<file path="src/lett_ram.sv">
// lett_ram: generic single write port, single read port RAM, registered read.
// No dependencies.
`default_nettype none

module lett_ram #(
    parameter int WIDTH = 1,
    parameter int DEPTH = 16,
    localparam int AW = $clog2(DEPTH)
) (
    input  logic             clk,
    input  logic             we,
    input  logic [AW-1:0]    waddr,
    input  logic [WIDTH-1:0] wdata,
    input  logic [AW-1:0]    raddr,
    output logic [WIDTH-1:0] rdata
);

    logic [WIDTH-1:0] mem [DEPTH];
    logic [WIDTH-1:0] rdata_reg;

    always_ff @(posedge clk)
    begin
        if (we)
        begin
            mem[waddr] <= wdata;
        end
        rdata_reg <= mem[raddr];
    end

    assign rdata = rdata_reg;

endmodule

`default_nettype wire

</file>
<file path="config.mk">
export PLATFORM = sky130hd
export DESIGN_NAME = lett_ram
export DESIGN_NICKNAME = d
export VERILOG_FILES = /design/src/lett_ram.sv
export SDC_FILE = /design/constraint.sdc
export NUM_CORES = 1
export LEC_CHECK = 0
export CAP_MARGIN = 5
export CORE_MARGIN = 2
export CORE_UTILIZATION = 50
export DETAILED_ROUTE_END_ITERATION = 10
export DONT_BUFFER_PORTS = 1
export SLEW_MARGIN = 20
export SYNTH_ARGS = -nofsm -noshare
export SYNTH_HDL_FRONTEND = slang
export SYNTH_SLANG_ARGS = --single-unit
</file>
<file path="constraint.sdc">
create_clock -name clk -period 3.4 [get_ports clk]
set_input_delay 0.17 -clock clk [delete_from_list [all_inputs] [get_ports clk]]
set_output_delay 0.17 -clock clk [all_outputs]
set_load 0.005 [all_outputs]
</file>
# Word level (Yosys, flattened, before mapping)
# Memories as Yosys holds them, arrays and structs flattened. A register that Yosys moved wholly into a read port is not among the register bits.
# Index checks and enable logic that the tools add are counted.
op_classes:
  mux: 2
ops:
  columns: ["cell", "count"]
  rows:
  - ["two-way mux 1 bit", 2]
word_totals:
  ram_bits: 16
  n_memories: 1
  regBits: 0
  word_cells: 3
memory_table:
  columns: ["name", "words", "word_bits", "rd", "rd_ports_with_merged_regs", "write_ports", "line", "text"]
  rows:
  - ["mem", 16, 1, 1, 1, 1, "18", "logic [WIDTH-1:0] mem [DEPTH];"]

# Logic depth before layout (Yosys ltp)
logic_depth:
  ltp_word: 2
  depth_mapped: 3

# Worst setup path after synthesis
# No wires, ideal clock.
synth_path:
  path_type: "flip-flop to flip-flop"
  startpoint: "memory mem[13]"
  endpoint: "register rdata_reg (netlist: rdata), read port of mem"
  period_less_slack_ns: 1.135
  setup_slack_ns: 2.265
  required_ns: 3.278
  setup_time_ns: 0.122
  t_arrival_ns: 1.013
  stages_incl_launch_ff: 4
  cell_sequence: "edfxtp_1 -> mux4_1 -> mux2i_1 -> mux2i_1"
synth_rtl:
  columns: ["item", "line", "text"]
  rows:
  - ["start, declared", "18", null]
  - ["end, declared", "19", "logic [WIDTH-1:0] rdata_reg;"]

==> results.ini <==
[placed_design]
dp.final_hpwl_um = 809
place_area_sq_um = 764
dpl.cell_count = 62
numPortBuffers = 0
gp_routability_congestion = 0.668

[timing]
finalWorstPathRequiredPeriod_ns = 1.22
achievable-frequency_mhz = 816
fin_hold_ws_ns = 0.0837
tightestPinTransition_ns = 0.457
finalSetupViolCount = 0
report.final.hold_viol_count = 0
fin_crit_sh = 0.360
finalSetupTns_ns = 0
clock_skew_ns = 0.00109
rsz0062_at_grt = no
maxSlewHeadroom = 0.695
report.final.slew_viol_count = 0

[finish]
area_growth_pct = 8.72
cell_count_final_fillers_out = 68
drive_above_1_share = 0.0755
stdcell_area_sq_um = 811
largest_register_ffs = 16
inserted_diodes = 0
layout.cells.most_common = sky130_fd_sc_hd__edfxtp_1
num-nets-final = 65
num-fill-cells = 108
highest_count_cells_in_the_layout_ignoring_fill_and_taps = sky130_fd_sc_hd__edfxtp_1, sky130_fd_sc_hd__nor2_1, sky130_fd_sc_hd__nor3_1, sky130_fd_sc_hd__mux4_1

[power_and_ir_drop]
powerDensity_nw_per_um2 = 442
worst_ir_drop_vdd_uv = 242
p_leak_nw = 0.268

[clock_network]
cts_inserted_buffers = 3
number_of_levels_in_the_clock_h_tree = 1
cts_num_sinks = 17
cts.hold.buffers_added = 2
clock_tree_from_tritoncts = built
clock-root-buffer = sky130_fd_sc_hd__clkbuf_4
clkLatencyLatePin_ns = 0.28
cts-resized-gates = 0
clk_transition_reported_paths_ns = 0.09
clockBufferDepth = 2
post-cts-setup-buffer-count = 0

[drt]
drt.antenna.violating_nets = 0
routed-via-count = 401
detailedRoute.firstIterationViolations = 20
postRouteWirelength_um = 1060
drt_drc_violations_left = 0
route.detailed.wl_per_inst_um = 15.6
vias_per_cell = 5.90
drtPass1Iterations = 4

[global_route]
first_global_vias = 452
grtUsageTotal = 0.139
globalRouteOverflowTotal = 0
grt_antenna_before_repair = 0
grt_max_degree = 17
grt_first_pass_wirelength_um = 1810

[floorplanning]
coreArea_sq_um = 1350
initial_core_util = 0.552
row_count = 13
floorplan.die.width_um = 42.6
floorplan.die.height_um = 42.6
design.die.area_sq_um = 1820
boundaryPins = 12

[flow_run]
max-cap-violations = 0

[synth]
seq_area_frac_synth = 0.671
netlist.top_cell.by_area = sky130_fd_sc_hd__edfxtp_1
ys_types = 11
number_of_instances_in_the_synthesized_netlist = 47
postSynthNetCount = 58
syn_area_sq_um = 746
synth_seq_cells = 17
syn-mean-instance-area_sq_um = 15.9
synth_top_cells_by_area = sky130_fd_sc_hd__edfxtp_1, sky130_fd_sc_hd__mux4_1, sky130_fd_sc_hd__nor2_1
yosysWarningCount = 0
synth_top_area_share = 0.644

[worst_setup_path]
slowest_delay_ns = 0.49
worst-setup-path-type = register to register
endpoint_kind = register
critical_path_required_ns = 3.57
worstPathCellList = mux4_1, mux2i_1, mux2i_1
worst_setup_start_kind = register
crit_top_cell = sky130_fd_sc_hd__mux2i_1
reg2reg_setup_slack_ns = 2.18
crit_slowest_cell = sky130_fd_sc_hd__mux4_1
cp_data_arrival_time_ns = 1.40
timing.critical_path.fanout_max = 1

[status]
outcome = finished, final reports clean

[min_path]
timing.hold.worst.class = input port to register

## power by group
part	total, mW	internal, mW	switching [mW]
logic	0.0205	0.0111	0.00932
clock network	0.102	0.0454	0.0566
registers	0.235	0.234	0.00150
total	0.358	0.291	0.0674
## metal layers
metal	global-route usage	wire, um	vias to the layer above
met4	0.0750	10	0
met1	0.174	490	187
met2	0.215	484	14
met3	0.0388	77	2
met5	0	0	-
li1	-	-	198
## layout make-up
class	instances	area, sq um	area share
Clock buffer	4	26.3	0.0324
Multi-Input combinational cell	30	245	0.302
Sequential cell	17	500	0.617
Tap cell	15	18.8	0.0231
Timing Repair Buffer	2	20.0	0.0247
## worst paths after layout
check / cells past startpoint / endpoint / start
setup / recovery: 3 / rdata / mem[0]
hold / removal: 1 / mem[4] / waddr[0]
setup reg to reg: 3 / rdata / mem[0]
hold reg to reg: 3 / rdata / mem[3]
## metrics by stage
step           setup WS (ns)  utilization  power, mW
2_1_floorplan           2.27            -      0.254
3_3_place_gp            2.20        0.566      0.256
3_5_place_dp            2.16        0.566      0.257
4_1_cts                 2.16        0.601      0.361
5_1_grt                 2.09        0.601      0.373
6_report                2.18        0.601      0.358
## synthesized netlist by cell type
library cell	instances
sky130_fd_sc_hd__edfxtp_1	16
sky130_fd_sc_hd__or3b_2	1
sky130_fd_sc_hd__mux2i_1	3
sky130_fd_sc_hd__dfxtp_1	1
sky130_fd_sc_hd__nand2b_1	2
sky130_fd_sc_hd__nand3_1	1
sky130_fd_sc_hd__mux4_1	4
sky130_fd_sc_hd__nor2_1	12
sky130_fd_sc_hd__nand3b_1	2
sky130_fd_sc_hd__nor3_1	4
sky130_fd_sc_hd__nand2_1	1
## worst max-delay path, delay by kind of cell, from the launching register on
family,cells,cell delay (ns)
mux,3,0.73
flops,1,0.39
## logic make-up (layout without fill, tap and decap cells)
kind of cell,count (synthesis),after routing,synth area share
AND/OR/NAND/NOR,23,23,0.148
flip-flops,17,17,0.671
multiplexers,7,7,0.181
buffers and inverters,0,6,0
Power figures use the tool's default switching activity.
