$ cat config.mk
export PLATFORM = sky130hd
export DESIGN_NAME = lett_front
export DESIGN_NICKNAME = d
export VERILOG_FILES = /design/src/lett_pkg.sv /design/src/lett_front.sv
export SDC_FILE = /design/constraint.sdc
export NUM_CORES = 1
export LEC_CHECK = 0
export BUFFER_PORTS_ARGS = -buffer_cell sky130_fd_sc_hd__buf_4
export CAP_MARGIN = 20
export CORE_UTILIZATION = 51
export CTS_CLUSTER_SIZE = 8
export DETAILED_ROUTE_END_ITERATION = 16
export MAX_ROUTING_LAYER = met4
export PLACE_DENSITY = 0.8
export SYNTH_ARGS = -nofsm -noshare
export SYNTH_HDL_FRONTEND = slang
export SYNTH_SLANG_ARGS = --single-unit
$ cat constraint.sdc
create_clock -name clk -period 2.5 [get_ports clk]
set_clock_uncertainty 0.05 [all_clocks]
set_input_delay 0.25 -clock clk [delete_from_list [all_inputs] [get_ports clk]]
set_output_delay 0.25 -clock clk [all_outputs]
set_load 0.01 [all_outputs]
$ cat src/lett_pkg.sv
// lett_pkg: shared types and constants of the lane edge tracker.
// Used by lett_front, lett_queue, lett_back and lane_edge_tracker_top.
// No dependencies.
`default_nettype none

package lett_pkg;

    // default frame geometry
    localparam int ROWS_DEF = 144;
    localparam int COLS_DEF = 256;

    // register reset values
    localparam logic [7:0] END_ROW_RST      = 8'd30;
    localparam logic [6:0] LOOK_OFFSET_RST  = 7'd15;
    localparam logic [6:0] SEARCH_RANGE_RST = 7'd15;
    localparam logic [7:0] JUMP_LIMIT_RST   = 8'd20;
    localparam logic [7:0] BAND_START_RST   = 8'd40;
    localparam logic [7:0] BAND_END_RST     = 8'd30;
    localparam int         MID_RST          = 127;

    // register indexes on the config port
    typedef enum logic [2:0] {
        CFG_END_ROW      = 3'd0,
        CFG_LOOK_OFFSET  = 3'd1,
        CFG_SEARCH_RANGE = 3'd2,
        CFG_JUMP_LIMIT   = 3'd3,
        CFG_BAND_START   = 3'd4,
        CFG_BAND_END     = 3'd5
    } cfg_index_t;

    // edge status codes
    localparam logic [1:0] ST_NONE = 2'd0;
    localparam logic [1:0] ST_FALL = 2'd1;
    localparam logic [1:0] ST_PREF = 2'd2;

    // one search job: settings captured at the last pixel of a frame
    typedef struct packed {
        logic [7:0] end_row;
        logic [8:0] look;
        logic [6:0] rng;
        logic [7:0] jump;
        logic [7:0] band_start;
        logic [7:0] band_end;
    } job_t;

endpackage

`default_nettype wire

$ cat src/lett_front.sv
// lett_front: config registers, pixel beat intake and frame store writes;
// raises a search job on the last pixel. Depends on lett_pkg.
`default_nettype none

module lett_front #(
    parameter int ROWS = lett_pkg::ROWS_DEF,
    parameter int COLS = lett_pkg::COLS_DEF,
    localparam int AW = $clog2(ROWS * COLS)
) (
    input  logic           clk,
    input  logic           rst_n,
    input  logic           in_valid,
    output logic           in_stall,
    input  logic [7:0]     pixel_value,
    input  logic           frame_end,
    input  logic           cfg_valid,
    output logic           cfg_ready,
    input  logic [2:0]     cfg_index,
    input  logic [7:0]     cfg_data,
    input  logic           busy,
    input  logic           q_empty,
    output logic           wr_en,
    output logic [AW-1:0]  wr_addr,
    output logic           wr_data,
    output logic           push,
    output lett_pkg::job_t job
);
    import lett_pkg::*;

    localparam int NPIX = ROWS * COLS;
    localparam int CNTW = $clog2(NPIX + 1);

    logic [CNTW-1:0] cnt_reg;
    logic [7:0]      end_row_reg;
    logic [6:0]      look_off_reg;
    logic [6:0]      rng_reg;
    logic [7:0]      jump_reg;
    logic [7:0]      band_start_reg;
    logic [7:0]      band_end_reg;
    logic            accept;

    // frame store is busy while a search runs or is queued
    assign in_stall  = busy || !q_empty;
    assign cfg_ready = 1'b1;
    assign accept    = in_valid && !in_stall;

    // store write: pixels past a full frame are dropped
    assign wr_en   = accept && (cnt_reg < CNTW'(NPIX));
    assign wr_addr = AW'(cnt_reg);
    assign wr_data = (pixel_value != 8'd0);
    assign push    = accept && frame_end;

    assign job.end_row    = end_row_reg;
    assign job.look       = {1'b0, end_row_reg} + {2'b00, look_off_reg};
    assign job.rng        = rng_reg;
    assign job.jump       = jump_reg;
    assign job.band_start = band_start_reg;
    assign job.band_end   = band_end_reg;

    // pixel counter
    always_ff @(posedge clk or negedge rst_n)
    begin
        if (!rst_n)
        begin
            cnt_reg <= '0;
        end
        else if (accept)
        begin
            if (frame_end)
            begin
                cnt_reg <= '0;
            end
            else if (cnt_reg < CNTW'(NPIX))
            begin
                cnt_reg <= cnt_reg + CNTW'(1);
            end
        end
    end

    // config registers
    always_ff @(posedge clk or negedge rst_n)
    begin
        if (!rst_n)
        begin
            end_row_reg    <= END_ROW_RST;
            look_off_reg   <= LOOK_OFFSET_RST;
            rng_reg        <= SEARCH_RANGE_RST;
            jump_reg       <= JUMP_LIMIT_RST;
            band_start_reg <= BAND_START_RST;
            band_end_reg   <= BAND_END_RST;
        end
        else if (cfg_valid)
        begin
            unique case (cfg_index)
                CFG_END_ROW:      end_row_reg    <= cfg_data;
                CFG_LOOK_OFFSET:  look_off_reg   <= cfg_data[6:0];
                CFG_SEARCH_RANGE: rng_reg        <= cfg_data[6:0];
                CFG_JUMP_LIMIT:   jump_reg       <= cfg_data;
                CFG_BAND_START:   band_start_reg <= cfg_data;
                CFG_BAND_END:     band_end_reg   <= cfg_data;
                default:          ;
            endcase
        end
    end

endmodule

`default_nettype wire

# After elaboration in Yosys (flattened, before gate mapping)
# Index checks and enable logic that the tools add are counted.
[totals]
ff_bits = 62
input_bits = 26
output_inout_bits = 69
wordCells = 33
[op_classes]
addsub = 2
n_lt_le_gt_ge = 1
eq_ne = 5
n_mux = 2
n_reduce_logical = 16
[op_table]
columns = ["operator", "count"]
rows = [
  ["$mux 16", 2],
  ["$add 16x1->16 const B", 1],
  ["$lt 16x16->1 const B", 1],
  ["$reduce_and 2->1", 7],
  ["$add 8x7->9", 1],
  ["$reduce_bool 8->1", 1],
  ["$eq 3x2->1 const B", 2],
  ["$eq 3x3->1 const B", 2],
  ["$eq 3x1->1 const B", 1],
  ["$logic_and 1x1->1", 3],
  ["$logic_not 3->1", 1],
  ["$logic_not 1->1", 2],
  ["$reduce_bool 2->1", 1],
  ["$logic_or 1x1->1", 1],
]

# Logic depth before layout (Yosys ltp)
[depth]
word_depth = 5
mapped_depth = 6
ltp_nobuf = 6

# Worst setup path before layout
# Ideal clock, no wire load.
[synth_timing]
path_kind = "flip-flop to output port"
startpoint = "register end_row_reg[0]"
endpoint = "output port job[37] in the netlist's numbering"
arrival_ns = 1.766
required_ns = 2.200
setup_slack_ns = 0.434
stages_incl_launch_ff = 7
path_buffers = 0
path_cell_list = "dfrtp_1 -> ha_1 -> fa_1 -> a211oi_1 -> o21bai_1 -> a211oi_1 -> nor2_1"
[synth_rtl]
columns = ["item", "line", "text"]
rows = [
  ["start, declared", "lett_front.sv:34", "logic [7:0] end_row_reg;"],
  ["start signal, assigned", "lett_front.sv:95", "CFG_END_ROW: end_row_reg <= cfg_data;"],
  ["end, declared", "lett_front.sv:26", "output lett_pkg::job_t job"],
]

==> results.md <==
- Status: finished clean
- Area contributors post-synth: dfrtp_1, dfstp_2, mux2_2
- Worst-path clk slew: ~0.070 ns
- Worst EP required: around 2.2 ns
- N_diodes: 0
- Max reg flops: 16
- Fin crit period: 2.46 ns
- Die area: 6220 µm²
- GPL Wtd Cong: roughly 0.92
- Path type of the worst setup path: reg -> out
- Worst skew pair latency: approximately 0.33 ns
- I/O pin count: 95
- WHS Path Cells: 2
- Commonest cells after routing, fill and taps aside: buf_4, mux2_2, dfrtp_1
- Synthesized net count: between 200 and 300
- Iteration-0 DRC Markers: roughly 130
- Final period util: between 90% and 100%
- Hold Vio Cnt, Final: 0
- Layout Nets: just under 400
- Post-synthesis instance total: 247
- Antenna violations before repair: 0
- First drt pass iteration count: 4
- Peak VDD IR: about 0.61 mV
- CTS Buffer Depth: 2
- Die height: 78.8 µm
- Pwr dens: 861 nW/µm²
- Mean routed wirelength per cell: ~17 µm
- TritonCTS Buffers: 9
- Maxcap violations: 0
- Final core area utilization: 72.8%
- Post-synthesis async set-or-reset flop share: between 90% and 100%
- Post-synth EDFFs: 0
- First-pass GRT wire length: around 11000 µm
- Post-Syn Area: approximately 3000 µm²
- Avg Cell Area, Syn: between 10 and 15 µm²
- Layout cells sized above 1: approximately 55%
- Storage element area: 1580 µm²
- Distinct cell type count after synthesis: between 40 and 50
- Actual slew at the worst max-slew pin: about 0.76 ns
- Rows: 27
- CTS sink cnt: 62
- GRT overflow: 0
- Area leader, netlist: dfrtp_1
- Synth Warn #: 0
- Drt drc: 0
- Slew HR: roughly half
- Total Wirelength: ~7000 µm
- Clk root buf: clkbuf_8
- DR vias/cell: roughly 5.6
- RSZ-0062 raised after global routing: yes
- IO buf count: 93
- Final ANT Viol Nets: 0
- Largest net degree at the start of global routing: between 60 and 70
- Htree depth: 3
- Reg2Reg Depth: 4
- Detailed Place HPWL: ~5000 µm
- Synth Register Bits: slightly above 60
- Sequential area share after synthesis: 52.3%
- Area grow syn2layout: 35.6%
- CP Max Fanout: 3
- P_leak: about 1.9 nW
- Total Power: between 0.003 and 0.004 W
- Number of global-route vias before repair: between 2000 and 2500
- Via count: 2397
- Max-slew violations: 0
- Total GRT Usage: between 20% and 30%
- Dpl ws: about 0.26 ns
- Worst Hold Class: in -> reg
- Startpoint Class: flop
- Setup slack after layout: 0.0358 ns
- Initial core utilization: a little over half
- Flop-to-flop setup slack: ~0.56 ns
- Fmax: around 410 MHz
- Setup_tns: 0 ns
- Most common cell after layout, fill and taps aside: buf_4
- Multi-input logic area: between 1000 and 1500 µm²
- Final setup violation count: 0
- Share of the synthesized area in the top cell type: approximately a third
- Total core area: approximately 5600 µm²
- CTS tree: done
- CP arrival: approximately 2.2 ns
- Chip width: around 80 µm
- Crit. End Element: primary output
- Fill cells: slightly below 400
- Primary flip-flop cell chosen by synthesis mapping: dfrtp_1
## path summary, 6_finish.rpt
check                                           start                 endpoint
min                                         frame_end   wr_addr[1]$_DFFE_PN0P_
max in group asynchronous                       rst_n   wr_addr[2]$_DFFE_PN0P_
min in group asynchronous                       rst_n  jump_reg[7]$_DFFE_PN0P_
max reg2reg                   wr_addr[12]$_DFFE_PN0P_   wr_addr[8]$_DFFE_PN0P_
min reg2reg                   jump_reg[6]$_DFFE_PN0P_  jump_reg[6]$_DFFE_PN0P_
max                        end_row_reg[0]$_DFFE_PN0P_                  job[39]
## power breakdown
| part | leakage [nW] | switching, W | internal (W) | total (W) |
|---|---|---|---|---|
| clock network | 0.116 | 0.000389 | 0.000615 | 0.00100 |
| logic | 1.01 | 0.000517 | 0.000632 | 0.00115 |
| registers | 0.737 | 0.000128 | 0.00123 | 0.00136 |
| total | 1.87 | 0.00103 | 0.00248 | 0.00352 |
## worst max-delay path: stages, from the launching register on
cell,delay (ns)
dfrtp_1,0.42
ha_4,0.19
fa_2,0.41
a211oi_4,0.31
o21a_1,0.15
nor2_1,0.05
o21a_1,0.17
buf_4,0.14
## stage by stage
| step | hold slack, ns | std cells | cell area (µm²) |
|---|---|---|---|
| finish | 0.118 | 427 | 4080 |
| global route | 0.0971 | 427 | 4080 |
| CTS | 0.0922 | 426 | 4060 |
| detailed placement | 0.326 | 409 | 3810 |
| global placement | 0.315 | 409 | 3810 |
| floorplan | -0.0956 | 247 | 3010 |
## synthesized netlist by cell type (all sizes together) (2+ instances only)
cell type  count
nand4          3
xor2           2
a21oi          9
inv            3
nor4bb         2
nand2         17
xnor2          7
nor4          11
o21bai         2
a21o           2
dfstp         20
nand2b         2
o21ai          6
a211oi         3
buf            2
dfrtp         42
a31o           3
o31ai          2
nor2          15
a41o           2
nor3           4
a31oi          2
o21a           3
ha             8
nand4b         3
or4            3
nand3          4
clkbuf         7
mux2          46
## repair_timing
item,in CTS,in global routing
setup buffers,0,1
hold buffers,1,0
gates resized for setup,2,3
pin swaps,1,6
endpoints found under the setup margin,2,2
hold endpoints to repair,42,0
## per-layer routing
metal / track usage [%] / routed length, µm
met3: 5.29 / 326
met4: 9.09 / 93
met2: 42.9 / 3610
met1: 29.8 / 3030
met5: - / 0
## cells by family (layout without fill, tap and decap cells)
group,Yosys count,count (layout),synth area share (%)
other,1,1,0.125
flip-flops,62,62,52.3
AND/OR/NAND/NOR,68,68,12.9
multiplexers,46,46,17.2
XOR/XNOR,9,9,2.62
adder cells (fa/ha/maj),9,9,3.99
AO/OA/AOI/OAI,40,40,9.14
buffers and inverters,12,120,1.66
## area by class of cell
cell class / count / share of cell area [%]
clock inverter: 5 / 1.99
tap: 72 / 2.21
clock buffer: 11 / 3.71
sequential: 62 / 38.6
timing repair buffer: 101 / 18.6
multi-input combinational: 173 / 34.6
inverter: 3 / 0.276
Note: power is estimated with default switching activity, not from simulation.
