==> src/lett_pkg.sv <==
// lett_pkg: shared types and constants of the lane edge tracker.
// Used by lett_front, lett_queue, lett_back and lane_edge_tracker_top.
// No dependencies.
`default_nettype none

package lett_pkg;

    // default frame geometry
    localparam int ROWS_DEF = 144;
    localparam int COLS_DEF = 256;

    // register reset values
    localparam logic [7:0] END_ROW_RST      = 8'd30;
    localparam logic [6:0] LOOK_OFFSET_RST  = 7'd15;
    localparam logic [6:0] SEARCH_RANGE_RST = 7'd15;
    localparam logic [7:0] JUMP_LIMIT_RST   = 8'd20;
    localparam logic [7:0] BAND_START_RST   = 8'd40;
    localparam logic [7:0] BAND_END_RST     = 8'd30;
    localparam int         MID_RST          = 127;

    // register indexes on the config port
    typedef enum logic [2:0] {
        CFG_END_ROW      = 3'd0,
        CFG_LOOK_OFFSET  = 3'd1,
        CFG_SEARCH_RANGE = 3'd2,
        CFG_JUMP_LIMIT   = 3'd3,
        CFG_BAND_START   = 3'd4,
        CFG_BAND_END     = 3'd5
    } cfg_index_t;

    // edge status codes
    localparam logic [1:0] ST_NONE = 2'd0;
    localparam logic [1:0] ST_FALL = 2'd1;
    localparam logic [1:0] ST_PREF = 2'd2;

    // one search job: settings captured at the last pixel of a frame
    typedef struct packed {
        logic [7:0] end_row;
        logic [8:0] look;
        logic [6:0] rng;
        logic [7:0] jump;
        logic [7:0] band_start;
        logic [7:0] band_end;
    } job_t;

endpackage

`default_nettype wire

==> src/lett_queue.sv <==
// lett_queue: two-entry job queue between the pixel front end and the search engine.
// Depends on lett_pkg (job_t).
`default_nettype none

module lett_queue (
    input  logic          clk,
    input  logic          rst_n,
    input  logic          push,
    input  lett_pkg::job_t push_job,
    input  logic          pop,
    output lett_pkg::job_t pop_job,
    output logic          empty
);
    import lett_pkg::*;

    job_t       slot_reg [2];
    logic       wptr_reg;
    logic       rptr_reg;
    logic [1:0] cnt_reg;

    // storage
    always_ff @(posedge clk)
    begin
        if (push && cnt_reg != 2'd2)
        begin
            slot_reg[wptr_reg] <= push_job;
        end
    end

    // pointers and fill count
    always_ff @(posedge clk or negedge rst_n)
    begin
        if (!rst_n)
        begin
            wptr_reg <= 1'b0;
            rptr_reg <= 1'b0;
            cnt_reg  <= 2'd0;
        end
        else
        begin
            if (push && cnt_reg != 2'd2)
            begin
                wptr_reg <= ~wptr_reg;
            end
            if (pop && cnt_reg != 2'd0)
            begin
                rptr_reg <= ~rptr_reg;
            end
            if ((push && cnt_reg != 2'd2) && !(pop && cnt_reg != 2'd0))
            begin
                cnt_reg <= cnt_reg + 2'd1;
            end
            else if (!(push && cnt_reg != 2'd2) && (pop && cnt_reg != 2'd0))
            begin
                cnt_reg <= cnt_reg - 2'd1;
            end
        end
    end

    assign pop_job = slot_reg[rptr_reg];
    assign empty   = (cnt_reg == 2'd0);

endmodule

`default_nettype wire

==> config.mk <==
export PLATFORM = sky130hd
export DESIGN_NAME = lett_queue
export DESIGN_NICKNAME = d
export VERILOG_FILES = /design/src/lett_pkg.sv /design/src/lett_queue.sv
export SDC_FILE = /design/constraint.sdc
export NUM_CORES = 1
export LEC_CHECK = 0
export ABC_AREA = 1
export BUFFER_PORTS_ARGS = -buffer_cell sky130_fd_sc_hd__buf_2
export CORE_MARGIN = 2
export CORE_UTILIZATION = 56
export DETAILED_ROUTE_END_ITERATION = 10
export GPL_TIMING_DRIVEN = 0
export PLACE_DENSITY = 0.89
export SETUP_SLACK_MARGIN = 0.3
export SYNTH_ARGS = -nofsm -noshare
export SYNTH_HDL_FRONTEND = slang
export SYNTH_SLANG_ARGS = --single-unit
==> constraint.sdc <==
create_clock -name clk -period 4.9 [get_ports clk]
set_input_delay 0.735 -clock clk [delete_from_list [all_inputs] [get_ports clk]]
set_output_delay 0.735 -clock clk [all_outputs]
set_load 0.02 [all_outputs]
# Yosys cells after proc, flatten, opt, wreduce, memory -nomap -nowiden
# Memories as Yosys holds them, arrays and structs flattened.
# Cells that the tools add are included.
# totals
n_memories	1
reg_bits	4
ram_bits	96
out_inout_bits	49
input_bits	52
# classes
muxes	4
n_reduce_logical	9
bitwise	2
addsub	2
eq_ne	1
# memory_table
memory	words	word_bits	rd	rd_clocked_by_memory_dff	write_ports	line_no	source
slot_reg	2	48	1	0	1	lett_queue.sv:16	job_t slot_reg [2];
# op_table
operator	count
logical AND 1 bit	4
two-way mux 2 bit	2
nonzero test 2 bit	2
adder 2 x 1 -> 2 bit (second input constant)	1
zero test 1 bit	2
zero test 2 bit	1
two-way mux 1 bit	2
!= test 2 bit (second input constant)	1
inverter 1 bit	2
subtractor 2 x 1 -> 2 bit (second input constant)	1

# Logic depth before layout (Yosys ltp)
# Gate-level depths: netlist of run 1.
# depth
depth_word	6
depth_mapped	8
depth_no_buf	8

# Worst setup path before layout of run 1
# No wires, ideal clock.
# synth_timing
path_kind	input-to-reg
startpoint	input push
endpoint	memory slot_reg[1][0] (netlist bit), enable pin
path_stages	2
setup_slack_ns	1.591
t_arrival_ns	2.855
required_time_ns	4.446
n_path_buf	0
cell_sequence	o21ai_0 > nor2_1
# synth_via
elab_chain_cells	3
# synth_rtl
item	line_no	source
start, declared	lett_queue.sv:8	input logic push,
logical AND 1 bit	lett_queue.sv:24	if (push && cnt_reg != 2'd2)
two-way mux 1 bit	lett_queue.sv:24	
two-way mux 1 bit (not written as such)	lett_queue.sv:26	slot_reg[wptr_reg] <= push_job;
end, declared	lett_queue.sv:16	
# No other way between the ends.

==> results.md, run 1 <==
* Status: finished, final reports clean
* Met3 usage at between 4 and 5%
* FFs w/ async S/R, synth at 4.00%
* Design Area, Final at 4560 µm²
* Fillers at 457
* CTS root buf: clkbuf_8
* IO Port Bufs at 100
* Hold_buf cts at 0
* Post-CTS Setup Inserts at 0
* Clock transition at path regs at ~0.1 ns
* Global-route wire length before repair at 10.7 mm
* Post-synth net total at 334
* Synth Register Bits at 100
* # setup viols final at 0
* Ant. Diodes at 0
* # IOs at 101
* Num CTS Buffers at 9
* Crit path kind: flop to output pin
* Post-synthesis sequential area ratio at between 70% and 80%
* DR WL/cell at 14.1 µm
* Post-synth EDFFs at 96
* Num rows at 29
* Overflow after GRT at 0
* Slowest CP cell: dfrtp_1
* CTS HTree Levels at 3
* Count leader, synth: nand2_1
* Relative slew slack at 62.6%
* Layout cells sized above 1 at 33.3%
* Area of the core at approximately 6400 µm²
* DR iter-0 viols at between 100 and 150
* Fmax at 445 MHz
* Reg2Reg Launch Point: cnt_reg[1]
* Area of the mapped netlist at 3730 µm²
* CP top delay family: buffers and inverters
* Vias in the first global route at 2325
* FF-to-FF End: slot_reg[1][40]
* Met1 usage at 23.5%
* Post-synth top cells: nand2_1, edfxtp_1, buf_2
* Yosys warning count at 0
* Synth area leader: edfxtp_1
* GR Layer Usage met2 at 33.7%
* Max reg flops at 96
* CP Launch Type: flop
* Die W at 85.6 µm
* DR DRC count at 0
* Clock Path Buffers at 2
* Gr usage total at between 10% and 20%
* Initial antenna violation count at 0
* Hold Violations, Final at 0
* Leakage at 2.00 nW
* CTS tree: yes
* Fin nets at about 450
* GRT busiest layer: met2
* Final WL at 6.69 mm
* Required time of the critical path at 4.16 ns
* Placed standard-cell area at roughly 4400 µm²
* Max Cap Viol at 0
* Synth Flop Type: edfxtp_1
* Worst-margin pin slew at around 0.56 ns
* Final setup TNS at 0 ns
* Final Skew at 0.00926 ns
* Synth area leaders: edfxtp_1, nand2_1, dfrtp_1, buf_2, buf_6
* Post-synthesis cell count at 281
* Final Max Slew Viols at 0
* Mapped Avg Cell Area at 13.3 µm²
* Detailed Place HPWL at 4.54 mm
* RSZ-0062 raised after global routing: no
* Detail Route Antenna Nets at 0
* Worst Path Max Fanout at 10
* Post-synth top area share at around 77%
* Die footprint at roughly 7300 µm²
* Worst VDD drop at 0.000361 V
* Critical-path cell list: buf_2 > inv_2 > buf_2 > nand2_1 > nand2_1 > buf_2
* Starting density of the core at around three fifths
* Drt first pass iters at 4
* Crit path time final at 2.25 ns
* Vias per cell at 4.93
* Slowest Stage Delay on Critical Path at 0.36 ns
* Pwr Density at 612 nW/µm²
* Die height at roughly 86 µm
* Largest net degree at the start of global routing at 32
* CTS-repair resized insts at 0
* Worst-Skew Late Latency at roughly 0.35 ns
* Setup slack, reg-to-reg at 3.13 ns
* Cells on worst reg2reg path at 4
* Most used cell, CP: buf_2
* Data arrival, critical path at 1.51 ns
* CTS Sinks at 100
* Final worst path period share at 45.8%
* Worst min-delay path class: input pin to asynchronous set/reset pin
* Area Overhead vs Synth at 22.2%
* DR vias at ~2300
* Worst Path Buf+Inv at 4
* Post-synth cell types at 16
* GPL Wtd Cong at 0.692
* Worst setup EP type: output pin
-- layout make-up --
type                    instances  area, µm²  share of cell area, %
clock inverters                 7       58.8                   1.29
plain buffers                  11       76.3                   1.68
inverters                       7       26.3                  0.577
repair buffers                102        541                   11.9
flip-flops and latches        100       2980                   65.5
clock buffers                   9        124                   2.72
multi-input cells             163        651                   14.3
well taps                      77       96.3                   2.11
-- cells by family (layout without fill, tap and decap cells) --
kind of cell / Yosys count / count (layout) / share of synthesized area (%)
AND/OR/NAND/NOR: 158 / 158 / 16.1
flip-flops: 100 / 100 / 80.0
buffers and inverters: 18 / 136 / 2.75
AO/OA/AOI/OAI: 3 / 3 / 0.570
adder cells (fa/ha/maj): 1 / 1 / 0.336
XOR/XNOR: 1 / 1 / 0.235
-- routing by layer --
metal | vias to the layer above | part of all wire, %
met2 | 88 | 52
met5 | - | 0
met1 | 1084 | 41
met3 | 10 | 6.2
met4 | 0 | 1.1
li1 | 1166 | -
-- layout by cell type, fill, tap and decap left out --
master | Yosys | routed
edfxtp_1 | 96 | 96
inv_8 | 0 | 1
nor2_4 | 0 | 1
buf_4 | 1 | 1
inv_1 | 6 | 5
nand3b_1 | 1 | 1
nand3_1 | 1 | 1
a21boi_2 | 1 | 1
buf_6 | 3 | 3
nor2_1 | 2 | 1
inv_2 | 1 | 2
clkinvlp_4 | 0 | 4
buf_2 | 7 | 107
o21ai_0 | 2 | 2
ha_1 | 1 | 1
nand4_1 | 1 | 1
xnor2_1 | 1 | 1
buf_12 | 0 | 2
inv_6 | 0 | 2
clkbuf_8 | 0 | 9
dfrtp_1 | 4 | 4
nand2_1 | 153 | 153
-- power by group --
part / internal [mW] / total (mW) / switching, mW
clock network: 0.191 / 0.478 / 0.287
registers: 1.16 / 1.22 / 0.0533
logic: 0.340 / 1.09 / 0.754
total: 1.70 / 2.79 / 1.09
-- metrics by stage --
step	setup slack (ns)	power (mW)	utilization (%)	hold WS, ns	cells
CTS	2.60	2.82	71.3	0.151	476
detailed placement	2.78	2.34	68.5	0.479	460
finish	2.65	2.79	71.3	0.173	476
global route	2.53	2.96	71.3	0.145	476
global placement	0.563	2.29	67.7	0.463	458
floorplan	1.59	1.95	-	0.439	281
-- worst register-to-register path, stage by stage (launching register included) --
cell and delay, ns:
dfrtp_1 0.44, inv_1 0.09, o21ai_0 0.16, nor2_4 0.49, buf_12 0.29
-- how the worst max path moves through the flow --
stage / startpoint / end / slack [ns] / cells after the start
final: rptr_reg / pop_job[3] / 2.65 / 6
after global routing: rptr_reg / pop_job[3] / 2.53 / 6
after CTS: rptr_reg / pop_job[3] / 2.60 / 6
after detailed placement: push / slot_reg[0][36] / 2.78 / 5
after global placement: push / slot_reg[1][29] / 0.56 / 3
after floorplan: push / slot_reg[1][0] / 1.59 / 2
(Power assumes the default switching activity.)
==> run 2: changes to the inputs <==
--- a/config.mk
+++ b/config.mk
@@ -8,10 +8,10 @@
 export ABC_AREA = 1
 export BUFFER_PORTS_ARGS = -buffer_cell sky130_fd_sc_hd__buf_2
 export CORE_MARGIN = 2
-export CORE_UTILIZATION = 56
+export CORE_UTILIZATION = 47
 export DETAILED_ROUTE_END_ITERATION = 10
 export GPL_TIMING_DRIVEN = 0
-export PLACE_DENSITY = 0.89
+export PLACE_DENSITY = 0.81
 export SETUP_SLACK_MARGIN = 0.3
 export SYNTH_ARGS = -nofsm -noshare
 export SYNTH_HDL_FRONTEND = slang
==> constraint.sdc (replaced) <==
create_clock -name clk -period 2.03 [get_ports clk]
set_input_delay 0.3045 -clock clk [delete_from_list [all_inputs] [get_ports clk]]
set_output_delay 0.3045 -clock clk [all_outputs]
set_load 0.02 [all_outputs]
==> run 2 against run 1 <==
First-iteration DRC count is 53% lower. Core utilization down 6.4 points. Sequential cell count stayed put. Sequential power up 140%.
==> results.md, run 2 (synthesis gave the netlist of run 1 again) <==
* Overflow after GRT at 0 (unchanged)
* Die footprint at 8660 µm² (was 7330 µm²)
* Vias per cell at 4.71 (was 4.93)
* DR DRC count at 0 (unchanged)
* GPL Wtd Cong at 0.708 (was 0.692)
* Relative slew slack at 63.6% (was 62.6%)
* Most frequent cells in the layout: nand2_1, edfxtp_1, buf_2 (was nand2_1, buf_2, edfxtp_1)
* Initial antenna violation count at 0 (unchanged)
* Fin cells at 509 (was 476)
* Worst Path Max Fanout at 5 (was 10)
* Crit path time final at 1.76 ns
* Worst-margin pin slew at 0.546 ns (was 0.560 ns)
* Required time of the critical path at 1.73 ns (was 4.16 ns)
* Hold Violations, Final at 0 (unchanged)
* Largest net degree at the start of global routing at 25 (was 32)
* Worst setup EP type: output pin (unchanged)
* CP Launch Type: flop (unchanged)
* Starting density of the core at 48.5% (was 58.4%)
* Area Overhead vs Synth at 33.8% (was 22.2%)
* Clock Path Buffers at 2 (unchanged)
* Gr usage total at 17.5% (was 19.5%)
* Worst min-delay path class: input pin to flop (was input pin to asynchronous set/reset pin)
* Reg2Reg Launch Point: wptr_reg (was cnt_reg[1])
* Power Total at 7.74 mW (was 2.79 mW)
* Pwr Density at 1550 nW/µm² (was 612 nW/µm²)
* DR WL/cell at 15.0 µm (was 14.1 µm)
* CTS tree: yes (unchanged)
* Status: finished, final reports clean (unchanged)
* Global-route wire length before repair at 11.4 mm (was 10.7 mm)
* CTS root buf: clkbuf_8 (unchanged)
* Critical path startpoint: rptr_reg (unchanged)
* Worst hold start: push_job[33]
* CTS Sinks at 100 (unchanged)
* Vias in the first global route at 2339 (was 2325)
* Area of the core at 7690 µm² (was 6390 µm²)
* # setup viols final at 0 (unchanged)
* Final Max Slew Viols at 0 (unchanged)
* Final worst path period share at 86.6%
* Num CTS Buffers at 9 (unchanged)
* Detail Route Antenna Nets at 0 (unchanged)
* Die W at 93.1 µm (was 85.6 µm)
* Final Skew at 0.00941 ns (was 0.00926 ns)
* Ant. Diodes at 0 (unchanged)
* DR vias at 2396 (was 2348)
* Final WL at 7.66 mm (was 6.69 mm)
* DR iter-0 viols at 57 (was 121)
* Data arrival, critical path at 1.45 ns (was 1.51 ns)
* Crit path kind: flop to output pin (unchanged)
* Leakage at 2.13 nW (was 2.00 nW)
* Max reg flops at 96 (unchanged)
* Detailed Place HPWL at 4.47 mm (was 4.54 mm)
* Worst VDD drop at 0.000770 V (was 0.000361 V)
* Fin nets at 455 (was 447)
* CTS HTree Levels at 3 (unchanged)
* Placed cells at 483 (was 460)
* Clock transition at path regs at 0.10 ns (about the same)
* Die height at 93.1 µm (was 85.6 µm)
* Most common cell after layout, fill and taps aside: nand2_1 (unchanged)
* Drt first pass iters at 4 (unchanged)
* Max Cap Viol at 0 (unchanged)
* IO Port Bufs at 100 (unchanged)
* Num rows at 32 (was 29)
* RSZ-0062 raised after global routing: yes (was no)
* Layout cells sized above 1 at 42.8% (was 33.3%)
* Fmax at 569 MHz
* # IOs at 101 (unchanged)
* Worst-Skew Late Latency at 0.35 ns (about the same)
-- run 2: path summary, 6_finish.rpt --
check	slack (ns)	to	cells after the start
min	0.13	slot_reg[0][33]	1
max reg2reg	0.43	slot_reg[0][25]	3
min reg2reg	0.50	wptr_reg	2
max in group asynchronous	1.64	wptr_reg	2
max	0.27	pop_job[35]	7
min in group asynchronous	0.27	cnt_reg[1]	2
-- run 2: what timing repair did --
action | 4_1_cts | 5_1_grt
pin swaps | 6 | 15
endpoints found under the setup margin | 139 | 120
buffers inserted | 1 | 0
hold buffers | 1 | 0
endpoints found under the hold margin | 4 | 0
gates cloned | 4 | 4
gates resized for setup | 46 | 50
-- run 2: where the power goes --
part / switching, mW / internal (mW)
clock network: 0.687 / 0.716
registers: 0.153 / 2.81
logic: 2.12 / 1.25
-- run 2: worst max-delay path, cell delays in order, from the launching register on --
cell and delay (ns):
dfrtp_1 0.39, buf_6 0.13, inv_4 0.06, buf_6 0.13, buf_6 0.14, nand2_4 0.05
nand2_2 0.07, buf_6 0.12
-- run 2: layout make-up --
cell class	instances	area, µm²
Timing Repair inverter	3	22.5
Tap cell	102	128
Timing Repair Buffer	104	684
Buffer	11	105
Clock inverter	7	105
Sequential cell	100	2980
Clock buffer	9	124
Inverter	7	32.5
Fill cell	589	2700
Multi-Input combinational cell	166	806
-- run 2: metal layers --
layer	GRT usage, %	up-vias	routed length, µm
li1	-	1188	-
met1	21.1	1128	3180
met2	30.1	74	3910
met3	4.92	6	491
met4	6.74	0	71
met5	0	-	0
-- run 2: metrics by stage --
step	hold slack [ns]	worst slack, ns	setup TNS (ns)	area, µm²	util [%]
2_1_floorplan	0.00891	0.313	0	3750	-
3_3_place_gp	0.111	-0.124	-8.92	4370	56.9
3_5_place_dp	0.112	-0.171	-12.72	4370	56.9
4_1_cts	0.114	0.228	0	4790	62.3
5_1_grt	0.110	0.202	0	4990	64.9
6_report	0.133	0.273	0	4990	64.9
